$ cat src/rtl/core/pl_pkg.sv
package pl_pkg;

	localparam int FUNC_W = 2;
	localparam int POS_W  = 8;
	localparam int DATA_W = 32;
	localparam int LEN_W  = 5;
	// compare width for position against length + 1
	localparam int CMP_W  = POS_W + 1;

	typedef enum logic [FUNC_W-1:0] {
		FN_INSERT = 2'd0,
		FN_DELETE = 2'd1,
		FN_READ   = 2'd2,
		FN_RSVD   = 2'd3
	} func_t;

	typedef enum logic [1:0] {
		ST_OK     = 2'd0,
		ST_EMPTY  = 2'd1,
		ST_BADPOS = 2'd2,
		ST_FULL   = 2'd3
	} status_t;

	typedef enum logic [2:0] {
		S_IDLE,
		S_CHECK,
		S_SH_RD,
		S_SH_WR,
		S_PUT,
		S_RD_OUT
	} state_t;

	typedef struct packed {
		logic              valid;
		status_t           status;
		logic [DATA_W-1:0] rd;
		logic [LEN_W-1:0]  len;
	} fin_t;

endpackage

$ cat src/rtl/core/pl_store.sv
module pl_store #(
	parameter int DEPTH  = 16,
	parameter int WORD_W = 32,
	parameter int AW     = 4
) (
	input  logic              clk,
	input  logic              we,
	input  logic [AW-1:0]     waddr,
	input  logic [WORD_W-1:0] wdata,
	input  logic              re,
	input  logic [AW-1:0]     raddr,
	output logic [WORD_W-1:0] rdata
);

	logic [WORD_W-1:0] mem_q [DEPTH];
	logic [WORD_W-1:0] rdata_q;

	always_ff @(posedge clk) begin
		if (we) begin
			mem_q[waddr] <= wdata;
		end
	end

	// read word holds until the next read
	always_ff @(posedge clk) begin
		if (re) begin
			rdata_q <= mem_q[raddr];
		end
	end

	assign rdata = rdata_q;

endmodule

$ cat src/rtl/core/pl_seq.sv
module pl_seq #(
	parameter int CAPACITY  = 16,
	parameter int WORD_BITS = 32,
	parameter int AW        = 4,
	parameter int CW        = 5
) (
	input  logic                        clk,
	input  logic                        arst_n,
	input  logic                        start,
	output logic                        busy,
	input  logic [pl_pkg::FUNC_W-1:0]   func,
	input  logic [pl_pkg::POS_W-1:0]    position,
	input  logic [pl_pkg::DATA_W-1:0]   value,
	output logic                        we,
	output logic [AW-1:0]               waddr,
	output logic [WORD_BITS-1:0]        wdata,
	output logic                        re,
	output logic [AW-1:0]               raddr,
	input  logic [WORD_BITS-1:0]        rdata,
	output pl_pkg::fin_t                fin
);

	localparam int CMP_W = pl_pkg::CMP_W;

	pl_pkg::state_t state_q, state_d;
	logic [CW-1:0]  count_q, count_d;
	logic [AW-1:0]  idx_q, idx_d;
	pl_pkg::func_t  func_q;
	logic [pl_pkg::POS_W-1:0]  pos_q;
	logic [pl_pkg::DATA_W-1:0] value_q;

	logic [pl_pkg::POS_W-1:0] pm1;
	logic [AW-1:0]            pm1_a;
	logic [AW-1:0]            idx_step;
	logic [CMP_W-1:0]         pos_w, cnt_w;
	pl_pkg::status_t          chk_st;
	logic [63:0]              val64;
	logic signed [WORD_BITS-1:0] rd_s;
	logic signed [63:0]       rd64;

	assign pm1      = pos_q - pl_pkg::POS_W'(1);
	assign pm1_a    = AW'(pm1);
	assign pos_w    = CMP_W'(pos_q);
	assign cnt_w    = CMP_W'(count_q);
	// shared index unit: down for insert, up for delete
	assign idx_step = (func_q == pl_pkg::FN_INSERT) ? idx_q - AW'(1) : idx_q + AW'(1);
	assign val64    = {32'd0, value_q};
	assign rd_s     = rdata;
	assign rd64     = 64'(rd_s);
	assign busy     = (state_q != pl_pkg::S_IDLE);

	always_comb begin
		chk_st = pl_pkg::ST_OK;
		unique case (func_q)
			pl_pkg::FN_INSERT: begin
				if (count_q == '0 && pos_q != pl_pkg::POS_W'(1)) begin
					chk_st = pl_pkg::ST_EMPTY;
				end else if (pos_q == '0 || pos_w > cnt_w + CMP_W'(1)) begin
					chk_st = pl_pkg::ST_BADPOS;
				end else if (cnt_w >= CMP_W'(CAPACITY)) begin
					chk_st = pl_pkg::ST_FULL;
				end
			end
			pl_pkg::FN_DELETE, pl_pkg::FN_READ: begin
				if (count_q == '0) begin
					chk_st = pl_pkg::ST_EMPTY;
				end else if (pos_q == '0 || pos_w > cnt_w) begin
					chk_st = pl_pkg::ST_BADPOS;
				end
			end
			default: chk_st = pl_pkg::ST_BADPOS;
		endcase
	end

	always_ff @(posedge clk or negedge arst_n) begin
		if (!arst_n) begin
			state_q <= pl_pkg::S_IDLE;
			count_q <= '0;
		end else begin
			state_q <= state_d;
			count_q <= count_d;
		end
	end

	always_ff @(posedge clk) begin
		idx_q <= idx_d;
		if (start && !busy) begin
			func_q  <= pl_pkg::func_t'(func);
			pos_q   <= position;
			value_q <= value;
		end
	end

	always_comb begin
		state_d    = state_q;
		count_d    = count_q;
		idx_d      = idx_q;
		we         = 1'b0;
		waddr      = idx_q;
		wdata      = rdata;
		re         = 1'b0;
		raddr      = idx_step;
		fin.valid  = 1'b0;
		fin.status = pl_pkg::ST_OK;
		fin.rd     = '0;
		fin.len    = '0;
		unique case (state_q)
			pl_pkg::S_IDLE: begin
				if (start) begin
					state_d = pl_pkg::S_CHECK;
				end
			end
			pl_pkg::S_CHECK: begin
				if (chk_st != pl_pkg::ST_OK) begin
					fin.valid  = 1'b1;
					fin.status = chk_st;
					state_d    = pl_pkg::S_IDLE;
				end else begin
					unique case (func_q)
						pl_pkg::FN_INSERT: begin
							idx_d   = AW'(count_q);
							state_d = (cnt_w == CMP_W'(pm1)) ? pl_pkg::S_PUT
							                                 : pl_pkg::S_SH_RD;
						end
						pl_pkg::FN_DELETE: begin
							idx_d = pm1_a;
							if (pos_w == cnt_w) begin
								count_d    = count_q - CW'(1);
								fin.valid  = 1'b1;
								state_d    = pl_pkg::S_IDLE;
							end else begin
								state_d = pl_pkg::S_SH_RD;
							end
						end
						default: begin
							re      = 1'b1;
							raddr   = pm1_a;
							state_d = pl_pkg::S_RD_OUT;
						end
					endcase
				end
			end
			pl_pkg::S_SH_RD: begin
				re      = 1'b1;
				state_d = pl_pkg::S_SH_WR;
			end
			pl_pkg::S_SH_WR: begin
				we    = 1'b1;
				idx_d = idx_step;
				if (func_q == pl_pkg::FN_INSERT) begin
					state_d = (idx_step == pm1_a) ? pl_pkg::S_PUT : pl_pkg::S_SH_RD;
				end else if (CMP_W'(idx_step) + CMP_W'(1) == cnt_w) begin
					count_d   = count_q - CW'(1);
					fin.valid = 1'b1;
					state_d   = pl_pkg::S_IDLE;
				end else begin
					state_d = pl_pkg::S_SH_RD;
				end
			end
			pl_pkg::S_PUT: begin
				we        = 1'b1;
				waddr     = pm1_a;
				wdata     = val64[WORD_BITS-1:0];
				count_d   = count_q + CW'(1);
				fin.valid = 1'b1;
				state_d   = pl_pkg::S_IDLE;
			end
			pl_pkg::S_RD_OUT: begin
				fin.valid = 1'b1;
				fin.rd    = rd64[pl_pkg::DATA_W-1:0];
				state_d   = pl_pkg::S_IDLE;
			end
			default: state_d = pl_pkg::S_IDLE;
		endcase
		fin.len = pl_pkg::LEN_W'(count_d);
	end

endmodule

$ cat src/rtl/core/positional_list_engine_top.sv
// Ordered list of up to CAPACITY signed words. A command word is taken when
// start is high and busy is low; busy stays high until the command is done.
// Each command gives exactly one result, shown on read_value, status and
// length_after for the single cycle in which done is high; the receiver
// cannot stall, so it must take the result in that cycle. The store has one
// read and one write port; each word moved is read in S_SH_RD and written
// in S_SH_WR. A rejected command ends in S_CHECK; a read goes on to
// S_RD_OUT, an insert shifts words up and writes in S_PUT, a delete shifts
// any later words down. done rises in the same cycle in which busy falls,
// and a new command may be started in that cycle.
module positional_list_engine_top #(
	parameter int CAPACITY  = 16,
	parameter int WORD_BITS = 32
) (
	input  logic                              clk,
	input  logic                              arst_n,
	input  logic                              start,
	output logic                              busy,
	input  logic [pl_pkg::FUNC_W-1:0]         func,
	input  logic [pl_pkg::POS_W-1:0]          position,
	input  logic signed [pl_pkg::DATA_W-1:0]  value,
	output logic                              done,
	output logic signed [pl_pkg::DATA_W-1:0]  read_value,
	output logic [1:0]                        status,
	output logic [pl_pkg::LEN_W-1:0]          length_after
);

	localparam int AW = $clog2(CAPACITY);
	localparam int CW = $clog2(CAPACITY + 1);

	logic                 we, re;
	logic [AW-1:0]        waddr, raddr;
	logic [WORD_BITS-1:0] wdata, rdata;
	pl_pkg::fin_t         fin;

	logic                      done_q;
	logic [pl_pkg::DATA_W-1:0] rd_q;
	pl_pkg::status_t           status_q;
	logic [pl_pkg::LEN_W-1:0]  len_q;

	pl_store #(
		.DEPTH  (CAPACITY),
		.WORD_W (WORD_BITS),
		.AW     (AW)
	) u_store (
		.clk   (clk),
		.we    (we),
		.waddr (waddr),
		.wdata (wdata),
		.re    (re),
		.raddr (raddr),
		.rdata (rdata)
	);

	pl_seq #(
		.CAPACITY  (CAPACITY),
		.WORD_BITS (WORD_BITS),
		.AW        (AW),
		.CW        (CW)
	) u_seq (
		.clk      (clk),
		.arst_n   (arst_n),
		.start    (start),
		.busy     (busy),
		.func     (func),
		.position (position),
		.value    (value),
		.we       (we),
		.waddr    (waddr),
		.wdata    (wdata),
		.re       (re),
		.raddr    (raddr),
		.rdata    (rdata),
		.fin      (fin)
	);

	always_ff @(posedge clk or negedge arst_n) begin
		if (!arst_n) begin
			done_q <= 1'b0;
		end else begin
			done_q <= fin.valid;
		end
	end

	// result word registers
	always_ff @(posedge clk) begin
		if (fin.valid) begin
			rd_q     <= fin.rd;
			status_q <= fin.status;
			len_q    <= fin.len;
		end
	end

	assign done         = done_q;
	assign read_value   = rd_q;
	assign status       = status_q;
	assign length_after = len_q;

endmodule
$ cat config.mk
export PLATFORM = sky130hd
export DESIGN_NAME = positional_list_engine_top
export DESIGN_NICKNAME = d
export VERILOG_FILES = /design/src/rtl/core/pl_pkg.sv /design/src/rtl/core/pl_store.sv /design/src/rtl/core/pl_seq.sv /design/src/rtl/core/positional_list_engine_top.sv
export SDC_FILE = /design/constraint.sdc
export NUM_CORES = 1
export LEC_CHECK = 0
export ABC_AREA = 1
export ABC_CLOCK_PERIOD_IN_PS = 5500
export BUFFER_PORTS_ARGS = -buffer_cell sky130_fd_sc_hd__buf_2
export CORE_MARGIN = 1.5
export CORE_UTILIZATION = 55
export DETAILED_ROUTE_END_ITERATION = 8
export GPL_TIMING_DRIVEN = 0
export PLACE_DENSITY_LB_ADDON = 0.08
export SLEW_MARGIN = 25
export SYNTH_ARGS = -nofsm -noshare
export SYNTH_HDL_FRONTEND = slang
export SYNTH_SLANG_ARGS = --single-unit
$ cat constraint.sdc
create_clock -name clk -period 5.5 [get_ports clk]
set_input_delay 0.275 -clock clk [delete_from_list [all_inputs] [get_ports clk]]
set_output_delay 0.275 -clock clk [all_outputs]
set_load 0.03 [all_outputs]
==> summary.md, run 1 <==
| Metric | Value |
|---|---|
| Largest net degree at the start of global routing | 23 |
| Multi-input logic area | slightly below 7000 um2 |
| Post-synth EDFFs | approximately 630 |
| Die Y | 230 um |
| Routed wire length | between 80000 and 90000 um |
| Antenna diodes | 0 |
| Mean number of vias per cell | ~5.7 |
| Placed Area | 30600 um2 |
| FMAX | about 210 MHz |
| Sequential cell area fraction in the yosys report | 0.676 |
| Max rail drop VDD | just under 400 uV |
| Iteration-0 DRC Markers | about 2600 |
| PortBufs | between 80 and 90 |
| Total number of vias | approximately 20000 |
| Final setup viols | 0 |
| Clock Root Buffer | clkbuf_16 |
| Crit. Startpoint | u_seq.count_q[0] |
| Starting Density | 0.560 |
| Post-Layout Inst Area | roughly 33000 um2 |
| Initial antenna violation count | 2 |
| P per Cell Area | about 670 nW/um2 |
| Count of cell types in the netlist | 39 |
| Final hold viol count | 0 |
| Tot Pwr | about 22 mW |
| Critical R2R Launch | u_seq.count_q[0] |
| Row Count | around 80 |
| CTS sink count | 638 |
| Max-slew headroom | 0.235 |
| DRC errors left | 0 |
| Post-synth ARST share | 0.0141 |
| DR WL/cell | ~24 um |
| Ys flop type | edfxtp_1 |
| Die span in x | between 200 and 250 um |
| RSZ-0062 raised after global routing | false |
| CP max stage cell | clkbuf_1 |
| Mapped Cells | 2624 |
| Core Box Area | 50500 um2 |
| CP cell instances | inv_1 -> ha_1 -> inv_1 -> ha_1 -> nand2_1 -> nor2_1 -> nand3b_1 -> nand3_1 -> nand2_1 -> nand3_1 -> nand2_1 -> a21oi_4 -> nand4_2 -> nand2_1 -> clkbuf_1 -> nand2_1 -> nand3_1 -> nand3_1 -> nand3_1 -> nand2_1 |
| Final Cycle Share | 0.848 |
| GRT Overall Usage | 0.328 |
| DP HPWL | 57400 um |
| Synth Warn # | 0 |
| H-tree Lvls | 3 |
| Area growth syn-to-layout | 16.9% |
| Syn Std Cell Area | roughly 28000 um2 |
| Worst Path Required | 5.84 ns |
| Share of cells above drive strength 1 | 0.120 |
| Antenna Nets Post-Route | 0 |
| Worst-skew pair later-pin latency | 0.62 ns |
| Worst path arrival time | about 5.0 ns |
| Final net count | a little under 3000 |
| CTS tree | done |
| Area contributors post-synth | edfxtp_1 67%, nand3_1 9.5%, inv_1 6.6%, nand2_1 6.5%, nand3b_1 2.6% |
| Fillers | between 3000 and 4000 |
| Most common cell in the netlist | edfxtp_1 |
| Cts repair resizes | 0 |
| Critical path class | flip-flop to flip-flop |
| LEAKAGE | about 14 nW |
| Critical path's most frequent cell | nand2_1 |
| Status | complete, no violations |
| Vias in the first global route | between 15000 and 20000 |
| Slew @ Worst Pin | ~1.1 ns |
| Syn nets | around 2700 |
| Hold Crit Class | input port to async pin |
| Post-synth top cells | 629 x edfxtp_1, 535 x nand3_1, 495 x inv_1 |
| Reg area | approximately 19000 um2 |
| First drt pass iteration count | 6 |
| Grt ovf | 0 |
| Clock Skew | 0.0186 ns |
| Maxcap violations | 0 |
| Post-layout min period | around 4.7 ns |
| Maximum fanout along the worst path | 10 |
| Seq cells post-synth | 638 |
| Worst Setup End Kind | flip-flop |
| Mean Syn Cell Area | about 11 um2 |
| First-pass GRT wire length | approximately 120000 um |
| I/O pin count | 86 |
| RePlAce Congestion | just under 0.9 |
| Max-slew violations | 0 |
| Number of CTS-inserted buffers | slightly below 70 |
| Clock Pin Slew Worst Setup and Hold Paths | ~0.060 ns |
| Cell taking the most area after synthesis | edfxtp_1 |
| Top-area cell type share of the netlist area | 0.668 |
| Worst stage delay on the critical path | between 0.7 and 0.8 ns |
| R2R Setup Slk | ~0.84 ns |
| Total Die Area | 52800 um2 |
| Startpoint types | flip-flop |
| Longest Clk Path Bufs | 3 |
[metal layers]
| metal | wire, um | part of all wire | global-route usage | vias up |
|---|---|---|---|---|
| met2 | 39400 | 0.46 | 0.515 | 1138 |
| met4 | 3510 | 0.041 | 0.141 | 2 |
| li1 | - | - | - | 9238 |
| met5 | 12 | 0.00014 | 0 | - |
| met1 | 33000 | 0.38 | 0.435 | 9799 |
| met3 | 9850 | 0.11 | 0.0844 | 213 |
[layout make-up]
cell class	count	area share
buffer	134	0.0195
clock buffer	98	0.0562
clock inverter	25	0.00560
inverter	502	0.0570
multi-input combinational	1350	0.207
sequential	638	0.578
tap	672	0.0254
timing repair buffer	178	0.0512
[kinds of logic after synthesis]
family                     synth area share
AOI/OAI and AO/OA                    0.0163
xor gates and xnor gates            0.00588
DFF                                   0.676
buffers and inverters                0.0894
adders and majority gates            0.0104
and+or+nand+nor                       0.202
[critical path, delay by kind of cell, from the launching register on]
family | cells | cell delay, ns
buffers and inverters | 3 | 1.11
flip-flops | 1 | 0.54
AND/OR/NAND/NOR | 14 | 1.84
AO/OA/AOI/OAI | 1 | 0.23
adder cells (fa/ha/maj) | 2 | 0.64
[sequential cells by signal, summed over array words and instances (netlist names)]
signal and cells:
u_seq.pos_q 8, status 2, u_store.rdata 32, u_seq.count_q 5, u_seq.idx_q 4, read_value 32, u_seq.value_q 32, u_seq.state_q 3
length_after 5, done 1, u_store.mem_q 512, u_seq.func_q 2
[final timing paths]
kind,endpoint,cells past startpoint
setup / recovery,u_store.rdata[13],20
hold / removal,u_seq.state_q[0],2
setup reg to reg,u_store.rdata[13],20
hold reg to reg,u_seq.state_q[0],1
max in group asynchronous,u_seq.state_q[1],2
min in group clk,u_seq.value_q[6],2
[where the power goes]
group / leakage (nW) / switching [mW] / total (mW) / internal [mW]
logic: 6.89 / 8.00 / 10.8 / 2.76
registers: 5.83 / 0.188 / 7.15 / 6.96
clock network: 0.989 / 1.87 / 4.32 / 2.45
[cell usage in the layout, fill, tap and decap left out, types with 16 or more instances in the layout]
master         count
inv_1            495
edfxtp_1         629
nor2_4            18
clkbuf_16         70
clkbuf_1          75
o21ai_0           22
buf_4             21
xor2_1            16
nand2_1          492
nand3b_1          98
ha_1              22
nor2_1            65
buf_2            155
o21ai_2           20
nand3_1          535
dlygate4sd3_1     44
[per-stage QoR]
| stage | setup WS, ns | utilization | setup TNS [ns] | cells | hold slack, ns |
|---|---|---|---|---|---|
| floorplan | 1.51 | - | 0 | 2624 | -0.0206 |
| global placement | -0.227 | 0.585 | -8.66 | 3381 | 0.138 |
| detailed placement | 0.952 | 0.606 | 0 | 3430 | 0.140 |
| CTS | 0.908 | 0.655 | 0 | 3597 | 0.0382 |
| global route | 0.605 | 0.655 | 0 | 3597 | 0.0677 |
| finish | 0.838 | 0.655 | 0 | 3597 | 0.0486 |
[repair_timing]
action	in CTS	in global routing
buffers inserted	0	0
hold endpoints to repair	52	0
hold buffers	44	0
Power figures use the tool's default switching activity.
==> inputs of run 2 (changes only) <==
ABC_CLOCK_PERIOD_IN_PS = 4880   (was 5500)
clock period = 4.88 ns   (was 5.5 ns; I/O delays follow)
==> run 2 against run 1 <==
The run now ends with design-rule violations left. Maximum frequency barely moved. Final cell count did not move. Combinational power rose by 13%. Register-to-register slack got worse by 0.62 ns. Clock power rose by 13%. Sequential share of layout area barely moved. Power rose by 13%. Critical path depth rose by 1. Setup slack got worse by 0.62 ns.
==> summary.md, run 2 (synthesis gave the netlist of run 1 again) <==
| Metric | Value |
|---|---|
| Slew @ Worst Pin | ~1.1 ns |
| Worst Setup End Kind | flip-flop |
| PortBufs | 85 |
| Post-layout min period | 4.66 ns |
| Final core utilization | 0.655 |
| RePlAce Congestion | a little under 0.9 |
| Setup TNS | 0 ns |
| CTS tree | done |
| Post-Layout Inst Area | 33100 um2 |
| CP Buf/Inv Count | 4 |
| GRT Overall Usage | 0.328 |
| Die Y | between 200 and 250 um |
| Cell family with most CP delay | simple AND/OR/NAND/NOR gates |
| DR WL/cell | 23.9 um |
| Antenna diodes | 0 |
| Longest Clk Path Bufs | 3 |
| Worst path arrival time | 5.02 ns |
| Startpoint types | flip-flop |
| Tot Pwr | 25.1 mW |
| Clock Pin Slew Worst Setup and Hold Paths | ~0.060 ns |
| First-pass GRT wire length | 125000 um |
| Grt ovf | 0 |
| Antenna Nets Post-Route | 0 |
| Commonest non-fill, non-tap cell in the layout | edfxtp_1 |
| Final setup viols | 0 |
| DRC errors left | 1 |
| Worst stage delay on the critical path | about 0.85 ns |
| Vias in the first global route | roughly 20000 |
| Placed Instances | 3430 |
| Maxcap violations | 0 |
| Critical R2R Launch | u_seq.count_q[0] |
| Non-filler cells, final | 3597 |
| Final Cycle Share | 0.955 |
| Total number of vias | between 20000 and 25000 |
| Initial antenna violation count | 2 |
| Status | finished, violations left |
| Starting Density | 0.560 |
| Largest Register | u_store.mem_q |
| H-tree Lvls | 3 |
| DP HPWL | 57400 um |
| Placed Area | between 30000 and 40000 um2 |
| Final hold viol count | 0 |
| First drt pass iteration count | 7 |
| Worst Path Required | between 5 and 6 ns |
| Hold Crit Class | input port to async pin |
| Violated checks | design-rule violations |
| Max-slew violations | 0 |
| Row Count | 82 |
| Area growth syn-to-layout | 16.9% |
| LEAKAGE | about 14 nW |
| Iteration-0 DRC Markers | 2491 |
| Worst-skew pair later-pin latency | a little over 0.6 ns |
| I/O pin count | 86 |
| Final net count | 2940 |
| Maximum fanout along the worst path | 10 |
| Clock Skew | 0.0170 ns |
| Largest register FFs | roughly 510 |
| P per Cell Area | 759 nW/um2 |
| Critical path class | flip-flop to flip-flop |
| Die span in x | 230 um |
| Crit. Startpoint | u_seq.count_q[0] |
| Largest net degree at the start of global routing | 23 |
| R2R Setup Slk | approximately 0.22 ns |
| FMAX | roughly 210 MHz |
| Core Box Area | just over 50000 um2 |
| Clock Root Buffer | clkbuf_16 |
| CTS sink count | between 600 and 700 |
| Max-slew headroom | 0.247 |
| Total Die Area | about 53000 um2 |
| Mean number of vias per cell | about 5.7 |
| CP max stage cell | clkbuf_1 |
| Commonest non-fill, non-tap cells in the layout | 629 x edfxtp_1, 535 x nand3_1, 495 x inv_1 |
| Max rail drop VDD | 439 uV |
| CP cell instances | inv_1 -> ha_1 -> inv_1 -> ha_1 -> nand2_1 -> nor2_1 -> nand3b_1 -> nand3_1 -> nand2_1 -> nand3_1 -> nand2_1 -> a21oi_4 -> nand4_1 -> buf_2 -> nand2_2 -> clkbuf_1 -> nand2_1 -> nand3_1 -> nand3_1 -> nand3_1 -> nand2_1 |
| Share of cells above drive strength 1 | 0.120 |
| Number of CTS-inserted buffers | 68 |
| Routed wire length | 86100 um |
-- run 2: area by class of cell --
type                            instances  area [um2]
Inverter                              502        1880
Multi-Input combinational cell       1350        6840
Fill cell                            3855       17400
Tap cell                              672         841
Buffer                                134         649
Clock buffer                           98        1860
Clock inverter                         25         185
Timing Repair Buffer                  178        1690
Sequential cell                       638       19100
-- run 2: what timing repair did --
action                                  4_1_cts  5_1_grt
buffers inserted                              0        0
hold endpoints to repair                     52        0
hold buffers                                 44        0
endpoints found under the setup margin        0        1
resized for setup                             0        2
-- run 2: report_power, final --
| group | switching, mW | leakage (nW) | internal [mW] |
|---|---|---|---|
| sequential | 0.212 | 5.83 | 7.84 |
| clock | 2.12 | 0.989 | 2.76 |
| combinational | 9.04 | 6.89 | 3.12 |
| total | 11.4 | 13.7 | 13.7 |
-- run 2: worst reg2reg max path, stage by stage, from the launching register on --
cell,delay (ns)
dfrtp_1,0.55
inv_1,0.28
ha_1,0.37
inv_1,0.08
ha_1,0.27
nand2_1,0.05
nor2_1,0.14
nand3b_1,0.09
nand3_1,0.09
nand2_1,0.08
nand3_1,0.08
nand2_1,0.09
a21oi_4,0.23
nand4_1,0.12
buf_2,0.25
nand2_2,0.19
clkbuf_1,0.85
nand2_1,0.13
nand3_1,0.11
nand3_1,0.10
nand3_1,0.14
nand2_1,0.11
-- run 2: worst paths after layout --
check | end | cells after the start
max in group asynchronous | u_seq.state_q[1] | 2
worst max-delay path | u_store.rdata[18] | 21
worst min-delay path | u_seq.state_q[0] | 2
min in group clk | u_seq.value_q[6] | 2
worst min register to register | u_seq.state_q[0] | 1
worst max register to register | u_store.rdata[18] | 21
-- run 2: layer usage --
metal | part of all wire | track usage | vias to the layer above | wire [um]
met5 | 0.00014 | 0 | - | 12
met4 | 0.040 | 0.141 | 2 | 3420
met3 | 0.11 | 0.0844 | 221 | 9830
met2 | 0.46 | 0.515 | 1167 | 39600
met1 | 0.39 | 0.435 | 9890 | 33200
li1 | - | - | 9247 | -
-- run 2: per-stage QoR --
stage / worst slack [ns] / hold slack [ns]
final: 0.219 / 0.0147
after global routing: -0.0217 / 0.0367
after CTS: 0.288 / 0.00717
after detailed placement: 0.332 / 0.109
after global placement: -0.847 / 0.107
after floorplan: 0.893 / -0.0516
